`config.mk`:
```
export PLATFORM = sky130hd
export DESIGN_NAME = sector_obstacle_speed_limiter_top
export DESIGN_NICKNAME = d
export VERILOG_FILES = /design/src/rtl/core/sosl_pkg.sv /design/src/rtl/core/sector_obstacle_speed_limiter_top.sv /design/src/rtl/core/sosl_regs.sv /design/src/rtl/core/sosl_ctrl.sv /design/src/rtl/core/sosl_dp.sv
export SDC_FILE = /design/constraint.sdc
export NUM_CORES = 2
export LEC_CHECK = 0
export ABC_AREA = 1
export BUFFER_PORTS_ARGS = -buffer_cell sky130_fd_sc_hd__buf_2
export CORE_AREA = 3 3 364 186
export CTS_CLUSTER_SIZE = 16
export DETAILED_ROUTE_END_ITERATION = 8
export DIE_AREA = 0 0 367 189
export GPL_TIMING_DRIVEN = 0
export PLACE_DENSITY_LB_ADDON = 0.2
export SYNTH_ARGS = -nofsm -noshare
export SYNTH_HDL_FRONTEND = slang
export SYNTH_SLANG_ARGS = --single-unit
```
`constraint.sdc`:
```
create_clock -name clk -period 12.8 [get_ports clk]
set_input_delay 1.92 -clock clk [delete_from_list [all_inputs] [get_ports clk]]
set_output_delay 1.92 -clock clk [all_outputs]
set_load 0.05 [all_outputs]
```
`src/rtl/core/sosl_pkg.sv`:
```
`default_nettype none

package sosl_pkg;

  // operation codes
  localparam logic [1:0] OP_HEADER = 2'd0;
  localparam logic [1:0] OP_SAMPLE = 2'd1;
  localparam logic [1:0] OP_END    = 2'd2;
  localparam logic [1:0] OP_CMD    = 2'd3;

  // register indexes
  localparam logic [1:0] REG_SAFETY   = 2'd0;
  localparam logic [1:0] REG_STOP     = 2'd1;
  localparam logic [1:0] REG_MAX_LIN  = 2'd2;
  localparam logic [1:0] REG_MAX_TURN = 2'd3;

  localparam logic [15:0] SAFETY_RST   = 16'd800;
  localparam logic [15:0] STOP_RST     = 16'd300;
  localparam logic [14:0] MAX_LIN_RST  = 15'd800;
  localparam logic [14:0] MAX_TURN_RST = 15'd1000;

  // sector indexes
  localparam logic [1:0] SEC_FRONT = 2'd0;
  localparam logic [1:0] SEC_LEFT  = 2'd1;
  localparam logic [1:0] SEC_RIGHT = 2'd2;
  localparam logic [1:0] SEC_BACK  = 2'd3;
  localparam int         NUM_SEC   = 4;

  localparam logic [15:0] NO_RETURN = 16'hFFFF;

  // sector bounds in binary angle units (65536 per turn); a*360 vs deg*65536
  localparam int TURN = 65536;
  localparam logic signed [15:0] FRONT_MAX = 16'((30 * TURN) / 360);
  localparam logic signed [15:0] SIDE_MIN  = 16'((30 * TURN + 359) / 360);
  localparam logic signed [15:0] SIDE_MAX  = 16'((90 * TURN) / 360);
  localparam logic signed [15:0] BACK_EDGE = 16'((150 * TURN + 359) / 360);

  // restoring divider: quotient fits 16 bits
  localparam int DIV_STEPS = 16;
  localparam int CNT_W     = $clog2(DIV_STEPS);

  typedef struct packed {
    logic [15:0] safety;
    logic [15:0] stop;
    logic [14:0] max_lin;
    logic [14:0] max_turn;
  } cfg_t;

  typedef struct packed {
    logic take;
    logic mul;
    logic div_step;
    logic load_out;
  } ctl_cmd_t;

  typedef struct packed {
    logic need_div;
    logic out_free;
  } ctl_sts_t;

  function automatic logic signed [16:0] clamp17(logic signed [16:0] v, logic [14:0] lim);
    logic signed [16:0] l;
    l = $signed({2'b00, lim});
    if (v > l) begin
      return l;
    end else if (v < -l) begin
      return -l;
    end
    return v;
  endfunction

endpackage

`default_nettype wire

```
`src/rtl/core/sector_obstacle_speed_limiter_top.sv`:
```
// Channel  Handshake                   Payload
// in       in_valid / in_ready         operation, angle_start, angle_step, range_low,
//                                      range_high, range_value, range_finite,
//                                      linear_in, angular_in
// out      out_valid / out_ready       linear_out, angular_out
// cfg      psel, penable, pwrite, pready  paddr, pwdata, prdata
//
// Header, sample and end requests are taken while idle and may arrive back to back.
// A command runs the multiply and finish states, and the 16-step restoring divider
// too when the sector minimum lies between the stop offset and the safety distance.
// rst is synchronous: minima go to no-return, registers to their defaults.
// Results sit in an output register; a command waits in its finish state only while
// an earlier result there is still untaken, and no other request is taken meanwhile.
`default_nettype none

module sector_obstacle_speed_limiter_top (
  input  wire logic               clk,
  input  wire logic               rst,
  input  wire logic               in_valid,
  output logic                    in_ready,
  input  wire logic [1:0]         operation,
  input  wire logic signed [15:0] angle_start,
  input  wire logic signed [15:0] angle_step,
  input  wire logic [15:0]        range_low,
  input  wire logic [15:0]        range_high,
  input  wire logic [15:0]        range_value,
  input  wire logic               range_finite,
  input  wire logic signed [15:0] linear_in,
  input  wire logic signed [15:0] angular_in,
  output logic                    out_valid,
  input  wire logic               out_ready,
  output logic signed [15:0]      linear_out,
  output logic signed [15:0]      angular_out,
  input  wire logic               psel,
  input  wire logic               penable,
  input  wire logic               pwrite,
  input  wire logic [3:0]         paddr,
  input  wire logic [31:0]        pwdata,
  output logic      [31:0]        prdata,
  output logic                    pready
);

  sosl_pkg::cfg_t     cfg;
  sosl_pkg::ctl_cmd_t cmd;
  sosl_pkg::ctl_sts_t sts;

  sosl_regs u_regs (
    .clk     (clk),
    .rst     (rst),
    .psel    (psel),
    .penable (penable),
    .pwrite  (pwrite),
    .paddr   (paddr),
    .pwdata  (pwdata),
    .prdata  (prdata),
    .pready  (pready),
    .cfg     (cfg)
  );

  sosl_ctrl u_ctrl (
    .clk       (clk),
    .rst       (rst),
    .in_valid  (in_valid),
    .operation (operation),
    .in_ready  (in_ready),
    .sts       (sts),
    .cmd       (cmd)
  );

  sosl_dp u_dp (
    .clk          (clk),
    .rst          (rst),
    .cfg          (cfg),
    .cmd          (cmd),
    .sts          (sts),
    .operation    (operation),
    .angle_start  (angle_start),
    .angle_step   (angle_step),
    .range_low    (range_low),
    .range_high   (range_high),
    .range_value  (range_value),
    .range_finite (range_finite),
    .linear_in    (linear_in),
    .angular_in   (angular_in),
    .out_ready    (out_ready),
    .out_valid    (out_valid),
    .linear_out   (linear_out),
    .angular_out  (angular_out)
  );

endmodule

`default_nettype wire

```
`src/rtl/core/sosl_regs.sv`:
```
`default_nettype none

module sosl_regs (
  input  wire logic           clk,
  input  wire logic           rst,
  input  wire logic           psel,
  input  wire logic           penable,
  input  wire logic           pwrite,
  input  wire logic [3:0]     paddr,
  input  wire logic [31:0]    pwdata,
  output logic      [31:0]    prdata,
  output logic                pready,
  output sosl_pkg::cfg_t      cfg
);

  logic wr;

  assign pready = 1'b1;
  assign wr     = psel & penable & pwrite;

  always_ff @(posedge clk) begin
    if (rst) begin
      cfg.safety   <= sosl_pkg::SAFETY_RST;
      cfg.stop     <= sosl_pkg::STOP_RST;
      cfg.max_lin  <= sosl_pkg::MAX_LIN_RST;
      cfg.max_turn <= sosl_pkg::MAX_TURN_RST;
    end else if (wr) begin
      case (paddr[3:2])
        sosl_pkg::REG_SAFETY:   cfg.safety   <= pwdata[15:0];
        sosl_pkg::REG_STOP:     cfg.stop     <= pwdata[15:0];
        sosl_pkg::REG_MAX_LIN:  cfg.max_lin  <= pwdata[14:0];
        sosl_pkg::REG_MAX_TURN: cfg.max_turn <= pwdata[14:0];
        default: ;
      endcase
    end
  end

  always_comb begin
    case (paddr[3:2])
      sosl_pkg::REG_SAFETY:   prdata = {16'b0, cfg.safety};
      sosl_pkg::REG_STOP:     prdata = {16'b0, cfg.stop};
      sosl_pkg::REG_MAX_LIN:  prdata = {17'b0, cfg.max_lin};
      sosl_pkg::REG_MAX_TURN: prdata = {17'b0, cfg.max_turn};
      default:                prdata = 32'b0;
    endcase
  end

endmodule

`default_nettype wire

```
`src/rtl/core/sosl_ctrl.sv`:
```
`default_nettype none

module sosl_ctrl (
  input  wire logic                clk,
  input  wire logic                rst,
  input  wire logic                in_valid,
  input  wire logic [1:0]          operation,
  output logic                     in_ready,
  input  wire sosl_pkg::ctl_sts_t  sts,
  output sosl_pkg::ctl_cmd_t       cmd
);

  typedef enum logic [3:0] {
    ST_IDLE = 4'b0001,
    ST_MUL  = 4'b0010,
    ST_DIV  = 4'b0100,
    ST_FIN  = 4'b1000
  } state_t;

  state_t                     state, state_next;
  logic [sosl_pkg::CNT_W-1:0] cnt;
  logic                       last_step;

  assign in_ready  = (state == ST_IDLE);
  assign last_step = (cnt == sosl_pkg::CNT_W'(sosl_pkg::DIV_STEPS - 1));

  always_comb begin
    state_next   = state;
    cmd.take     = 1'b0;
    cmd.mul      = 1'b0;
    cmd.div_step = 1'b0;
    cmd.load_out = 1'b0;
    case (state)
      ST_IDLE: begin
        cmd.take = in_valid;
        if (in_valid && operation == sosl_pkg::OP_CMD) begin
          state_next = ST_MUL;
        end
      end
      ST_MUL: begin
        cmd.mul    = 1'b1;
        state_next = sts.need_div ? ST_DIV : ST_FIN;
      end
      ST_DIV: begin
        cmd.div_step = 1'b1;
        if (last_step) begin
          state_next = ST_FIN;
        end
      end
      ST_FIN: begin
        // hold here while the previous result is still waiting
        if (sts.out_free) begin
          cmd.load_out = 1'b1;
          state_next   = ST_IDLE;
        end
      end
      default: state_next = ST_IDLE;
    endcase
  end

  always_ff @(posedge clk) begin
    if (rst) begin
      state <= ST_IDLE;
      cnt   <= '0;
    end else begin
      state <= state_next;
      if (state == ST_MUL) begin
        cnt <= '0;
      end else if (state == ST_DIV) begin
        cnt <= cnt + 1'b1;
      end
    end
  end

endmodule

`default_nettype wire

```
`src/rtl/core/sosl_dp.sv`:
```
`default_nettype none

module sosl_dp (
  input  wire logic               clk,
  input  wire logic               rst,
  input  wire sosl_pkg::cfg_t     cfg,
  input  wire sosl_pkg::ctl_cmd_t cmd,
  output sosl_pkg::ctl_sts_t      sts,
  input  wire logic [1:0]         operation,
  input  wire logic signed [15:0] angle_start,
  input  wire logic signed [15:0] angle_step,
  input  wire logic [15:0]        range_low,
  input  wire logic [15:0]        range_high,
  input  wire logic [15:0]        range_value,
  input  wire logic               range_finite,
  input  wire logic signed [15:0] linear_in,
  input  wire logic signed [15:0] angular_in,
  input  wire logic               out_ready,
  output logic                    out_valid,
  output logic signed [15:0]      linear_out,
  output logic signed [15:0]      angular_out
);

  logic [15:0] beam_angle;
  logic [15:0] window_low;
  logic [15:0] window_high;
  logic [15:0] bmin [sosl_pkg::NUM_SEC];
  logic [15:0] amin [sosl_pkg::NUM_SEC];
  logic        scan_seen;

  // command operands
  logic signed [15:0] lin_r;
  logic signed [15:0] ang_r;
  logic [15:0]        dist_r;
  logic               red_zero;
  logic               red_div;
  logic [15:0]        rem;
  logic [15:0]        quo;

  // sample path
  logic signed [15:0] a;
  logic               counts;
  logic [sosl_pkg::NUM_SEC-1:0] hit;

  // multiply path
  logic        near_safe;
  logic        zero_f;
  logic        div_f;
  logic [16:0] lin_neg;
  logic [15:0] lin_mag;
  logic [15:0] diff;
  logic [31:0] prod;

  // divider step
  logic [16:0] rem_sh;
  logic        ge;
  logic [16:0] rem_sub;

  // result path
  logic signed [16:0] q17;
  logic signed [16:0] lin_red;
  logic signed [16:0] lin_cl;
  logic [19:0]        left10;
  logic [19:0]        right10;
  logic [19:0]        safe7;
  logic               halve;
  logic signed [16:0] a17;
  logic signed [16:0] ang_h;
  logic signed [16:0] ang_cl;

  assign a      = $signed(beam_angle);
  assign counts = range_finite && (range_value > window_low) && (range_value < window_high);

  assign hit[sosl_pkg::SEC_FRONT] = (a >= -sosl_pkg::FRONT_MAX) && (a <= sosl_pkg::FRONT_MAX);
  assign hit[sosl_pkg::SEC_LEFT]  = (a >= sosl_pkg::SIDE_MIN) && (a <= sosl_pkg::SIDE_MAX);
  assign hit[sosl_pkg::SEC_RIGHT] = (a >= -sosl_pkg::SIDE_MAX) && (a <= -sosl_pkg::SIDE_MIN);
  assign hit[sosl_pkg::SEC_BACK]  = (a >= sosl_pkg::BACK_EDGE) || (a <= -sosl_pkg::BACK_EDGE);

  // reduction only when a scan exists and the chosen sector is inside the safety zone
  assign near_safe = scan_seen && (lin_r != 16'sd0) && (dist_r < cfg.safety);
  assign zero_f    = near_safe && (dist_r <= cfg.stop);
  assign div_f     = near_safe && (dist_r > cfg.stop);
  assign lin_neg   = 17'd0 - {lin_r[15], lin_r};
  assign lin_mag   = lin_r[15] ? lin_neg[15:0] : lin_r;
  assign diff      = dist_r - cfg.stop;
  assign prod      = {16'b0, lin_mag} * {16'b0, diff};

  assign sts.need_div = div_f;
  assign sts.out_free = !out_valid || out_ready;

  // remainder stays below the divisor, so the high product half starts below it too
  assign rem_sh  = {rem, quo[15]};
  assign ge      = (rem_sh >= {1'b0, cfg.safety});
  assign rem_sub = rem_sh - {1'b0, cfg.safety};

  assign q17 = $signed({1'b0, quo});

  always_comb begin
    if (red_zero) begin
      lin_red = 17'sd0;
    end else if (red_div) begin
      lin_red = lin_r[15] ? -q17 : q17;
    end else begin
      lin_red = {lin_r[15], lin_r};
    end
  end

  assign lin_cl = sosl_pkg::clamp17(lin_red, cfg.max_lin);

  // 10*min < 7*safety
  assign left10  = {1'b0, amin[sosl_pkg::SEC_LEFT], 3'b0} + {3'b0, amin[sosl_pkg::SEC_LEFT], 1'b0};
  assign right10 = {1'b0, amin[sosl_pkg::SEC_RIGHT], 3'b0} + {3'b0, amin[sosl_pkg::SEC_RIGHT], 1'b0};
  assign safe7   = {1'b0, cfg.safety, 3'b0} - {4'b0, cfg.safety};
  assign halve   = (!ang_r[15] && ang_r != 16'sd0 && left10 < safe7) ||
                   (ang_r[15] && right10 < safe7);

  // halving truncates toward zero
  assign a17    = {ang_r[15], ang_r};
  assign ang_h  = halve ? ((a17 + $signed({16'b0, a17[16]})) >>> 1) : a17;
  assign ang_cl = sosl_pkg::clamp17(ang_h, cfg.max_turn);

  always_ff @(posedge clk) begin
    if (rst) begin
      beam_angle  <= '0;
      window_low  <= '0;
      window_high <= '0;
      scan_seen   <= 1'b0;
      out_valid   <= 1'b0;
      for (int i = 0; i < sosl_pkg::NUM_SEC; i++) begin
        bmin[i] <= sosl_pkg::NO_RETURN;
        amin[i] <= sosl_pkg::NO_RETURN;
      end
    end else begin
      if (cmd.take) begin
        case (operation)
          sosl_pkg::OP_HEADER: begin
            beam_angle  <= angle_start;
            window_low  <= range_low;
            window_high <= range_high;
            for (int i = 0; i < sosl_pkg::NUM_SEC; i++) begin
              bmin[i] <= sosl_pkg::NO_RETURN;
            end
          end
          sosl_pkg::OP_SAMPLE: begin
            for (int i = 0; i < sosl_pkg::NUM_SEC; i++) begin
              if (counts && hit[i] && range_value < bmin[i]) begin
                bmin[i] <= range_value;
              end
            end
            beam_angle <= beam_angle + angle_step;
          end
          sosl_pkg::OP_END: begin
            scan_seen <= 1'b1;
            for (int i = 0; i < sosl_pkg::NUM_SEC; i++) begin
              amin[i] <= bmin[i];
              bmin[i] <= sosl_pkg::NO_RETURN;
            end
          end
          default: ;
        endcase
      end
      if (cmd.load_out) begin
        out_valid <= 1'b1;
      end else if (out_ready) begin
        out_valid <= 1'b0;
      end
    end
  end

  // payload registers
  always_ff @(posedge clk) begin
    if (cmd.take && operation == sosl_pkg::OP_CMD) begin
      lin_r  <= linear_in;
      ang_r  <= angular_in;
      dist_r <= linear_in[15] ? amin[sosl_pkg::SEC_BACK] : amin[sosl_pkg::SEC_FRONT];
    end
    if (cmd.mul) begin
      red_zero <= zero_f;
      red_div  <= div_f;
      rem      <= prod[31:16];
      quo      <= prod[15:0];
    end else if (cmd.div_step) begin
      rem <= ge ? rem_sub[15:0] : rem_sh[15:0];
      quo <= {quo[14:0], ge};
    end
    if (cmd.load_out) begin
      linear_out  <= scan_seen ? lin_cl[15:0] : lin_r;
      angular_out <= scan_seen ? ang_cl[15:0] : ang_r;
    end
  end

endmodule

`default_nettype wire

```
==> impl_metrics.sql <==
INSERT INTO impl_metrics (metric_group, metric, value, unit) VALUES
('placed_design', 'dp_hpwl', '89100', 'um'),
('global_route', 'grt_use_met1', '41.9', '%'),
('setup_path', 'max_stage_delay', '0.61', 'ns'),
('clocking', 'post_cts_hold_buffer_count', '0', ''),
('clocking', 'tritoncts_num_sinks', '362', ''),
('timing', 'timing.final.max_slew_violations', '0', ''),
('die', 'die_x', '367', 'um'),
('setup_path', 'critical_path.startpoint', 'u_dp.lin_r[0]$_DFFE_PP_', ''),
('setup_path', 'critPathMostFrequentCell', 'sky130_fd_sc_hd__nand2_1', ''),
('global_route', 'grt.met3_usage', '4.87', '%'),
('clocking', 'htree_levels', '2', ''),
('synth', 'synth_flop_cell', 'sky130_fd_sc_hd__edfxtp_1', ''),
('pwr', 'power.total', '7.06', 'mW'),
('layout', 'area_growth_syn_to_layout', '10.3', '%'),
('global_route', 'grt_first_pass_wirelength', '170000', 'um'),
('setup_path', 'startpoint_type', 'flip-flop', ''),
('placed_design', 'dpl.cell_count', '5657', ''),
('pwr', 'vdd_drop_max', '0.304', 'mV'),
('clocking', 'clk_path_buf_depth', '3', ''),
('synth', 'cell_accounting_for_the_most_synthesized_area', 'sky130_fd_sc_hd__edfxtp_1', ''),
('setup_path', 'r2r_cells', '35', ''),
('synth', 'number_of_enable_flip_flop_cells_after_synthesis', '210', ''),
('setup_path', 'end_kind', 'flip-flop', ''),
('outcome', 'result_of_the_run', 'finished, final reports clean', ''),
('detailed_routing', 'first_iter_violations', '2866', ''),
('pwr', 'cellLeakagePower', '18.4', 'nW'),
('clocking', 'tritoncts_clock_tree', 'built', ''),
('global_route', 'antenna_found_initial', '1', ''),
('setup_path', 'r2r_end', 'u_dp.rem[11]$_DFFE_PP_', ''),
('setup_path', 'worst_ep_arrival_time', '9.71', 'ns'),
('min_path', 'worstHoldPathType', 'reg -> reg', ''),
('detailed_routing', 'vias', '31731', ''),
('die', 'io_pins', '225', ''),
('placed_design', 'dpl_cell_area', '37100', 'um^2'),
('synth', 'synth.lib_cells_used.distinct', '61', ''),
('timing', 'setup_ws', '3.53', 'ns'),
('setup_path', 'worst_ep_required_time', '13.23', 'ns'),
('clocking', 'cts.repair_timing.setup_buffer_count', '0', ''),
('die', 'rows', '66', ''),
('detailed_routing', 'postRouteWirelength', '109000', 'um'),
('global_route', 'largest_net_degree_at_the_start_of_global_routing', '34', ''),
('layout', 'fin_util', '59.4', '%'),
('layout', 'design_area', '38500', 'um^2'),
('setup_path', 'worst_path_max_delay_cell', 'sky130_fd_sc_hd__clkbuf_1', ''),
('synth', 'post-synth-top-area-fraction', '18.1', '%'),
('die', 'initial_core_util', '53.9', '%'),
('synth', 'synth_warnings', '0', ''),
('die', 'design.die.area', '69400', 'um^2'),
('timing', 'finalHoldWorstSlack', '0.463', 'ns'),
('timing', 'finalHoldViolations', '0', ''),
('pwr', 'cellPowerDensity', '183', 'nW/um^2'),
('synth', 'syn-cell-area', '34900', 'um^2'),
('global_route', 'gr_busiest_metal', 'met2', ''),
('detailed_routing', 'viasPerCell', '5.54', ''),
('global_route', 'first_global_vias', '30986', ''),
('global_route', 'grt.overflow.total', '0', ''),
('layout', 'drive_above_1_share', '8.48', '%'),
('die', 'floorplan.die.height', '189', 'um'),
('timing', 'tightestPinTransition', '1.28', 'ns'),
('setup_path', 'worst_r2r_startpoint', 'u_dp.lin_r[0]$_DFFE_PP_', ''),
('timing', 'rsz_0062_raised_after_global_routing', 'false', ''),
('layout', 'layout.cells.non_filler', '5730', ''),
('setup_path', 'r2r_setup_slack', '3.53', 'ns'),
('min_path', 'hold_path_end', 'u_dp.bmin[3][12]$_SDFFE_PP1P_', ''),
('placed_design', 'port_buffers', '189', ''),
('setup_path', 'path_max_fanout', '10', ''),
('timing', 'maxClockFrequency', '0.108', 'GHz'),
('synth', 'avgSynthCellArea', '7.64', 'um^2'),
('timing', 'finalSetupViolCount', '0', ''),
('detailed_routing', 'ant_nets', '0', ''),
('synth', 'postSynthRegisterBits', '362', '');
==> cell usage in the layout (no fill, tap or decap), types with 20 or more instances in the layout <==
cell / instances
sky130_fd_sc_hd__buf_2: 218
sky130_fd_sc_hd__nor2_1: 378
sky130_fd_sc_hd__or2_2: 22
sky130_fd_sc_hd__edfxtp_1: 210
sky130_fd_sc_hd__fa_1: 199
sky130_fd_sc_hd__clkbuf_1: 75
sky130_fd_sc_hd__clkbuf_16: 43
sky130_fd_sc_hd__a21oi_1: 300
sky130_fd_sc_hd__nor3_1: 44
sky130_fd_sc_hd__xnor2_1: 29
sky130_fd_sc_hd__inv_1: 757
sky130_fd_sc_hd__a31oi_1: 20
sky130_fd_sc_hd__o21ai_0: 289
sky130_fd_sc_hd__ha_1: 403
sky130_fd_sc_hd__dfxtp_1: 152
sky130_fd_sc_hd__nand4_1: 82
sky130_fd_sc_hd__o211ai_1: 34
sky130_fd_sc_hd__nand2_1: 1011
sky130_fd_sc_hd__xor2_1: 78
sky130_fd_sc_hd__nand3_1: 200
==> worst max path at each step <==
stage | to | slack, ns | cells past startpoint
finish | u_dp.rem[11]$_DFFE_PP_ | 3.53 | 35
global route | u_dp.rem[9]$_DFFE_PP_ | 3.02 | 33
detailed placement | u_dp.rem[9]$_DFFE_PP_ | 3.73 | 33
floorplan | u_dp.rem[11]$_DFFE_PP_ | 5.71 | 35
global placement | u_dp.ang_r[4]$_DFFE_PP_ | 3.39 | 4
CTS | u_dp.rem[11]$_DFFE_PP_ | 3.68 | 35
==> state kept, by name (all words and copies together), names as in the netlist <==
register          cells
u_dp.amin            64
u_regs.cfg           62
u_dp.red_div          1
u_dp.a               16
u_dp.angular_out     16
u_dp.dist_r          16
u_dp.red_zero         1
u_dp.window_high     16
u_dp.scan_seen        1
u_dp.bmin            64
u_ctrl.cnt            4
u_dp.out_valid        1
u_dp.ang_r           16
u_dp.window_low      16
u_ctrl.state          4
u_dp.quo             16
u_dp.rem             16
u_dp.linear_out      16
u_dp.lin_r           16
==> kinds of logic (layout without fill, tap and decap cells) <==
family	count (synthesis)	after routing	synth area share (%)
AOI/OAI and AO/OA	748	748	11.8
buffers and inverters	914	1181	10.2
other	2	18	0.0215
xor gates and xnor gates	109	109	2.78
DFF	362	362	26.8
muxes	16	16	0.516
adders and majority gates	602	602	25.9
and+or+nand+nor	1810	1810	22.0
==> metal layers <==
metal	vias to the layer above	wire (um)
met5	-	0
met4	0	4380
met3	229	8400
met2	1187	48500
met1	14942	47200
li1	15373	-
==> worst max-delay path: cells and delay by family, from the launching register on <==
family	cells	cell delay [ns]
AO/OA/AOI/OAI	1	0.16
XOR/XNOR	2	0.76
adder cells (fa/ha/maj)	8	3.76
buffers and inverters	10	2.01
flip-flops	1	0.35
AND/OR/NAND/NOR	14	2.07
==> where the power goes <==
part / switching [mW] / total (mW) / internal (mW)
clock: 0.524 / 1.20 / 0.671
combinational: 2.98 / 4.56 / 1.58
sequential: 0.0293 / 1.30 / 1.27
total: 3.53 / 7.06 / 3.52
==> final cells by class <==
class | count | area, um^2
Fill cell | 6070 | 26300
Multi-Input combinational cell | 3302 | 22000
Sequential cell | 362 | 9350
Inverter | 784 | 2940
Tap cell | 884 | 1110
Clock buffer | 47 | 1100
Timing Repair Buffer | 195 | 1030
Buffer | 130 | 626
Clock inverter | 25 | 262
Antenna cell | 1 | 2.50
No activity file was read; power rests on OpenSTA's default activity.
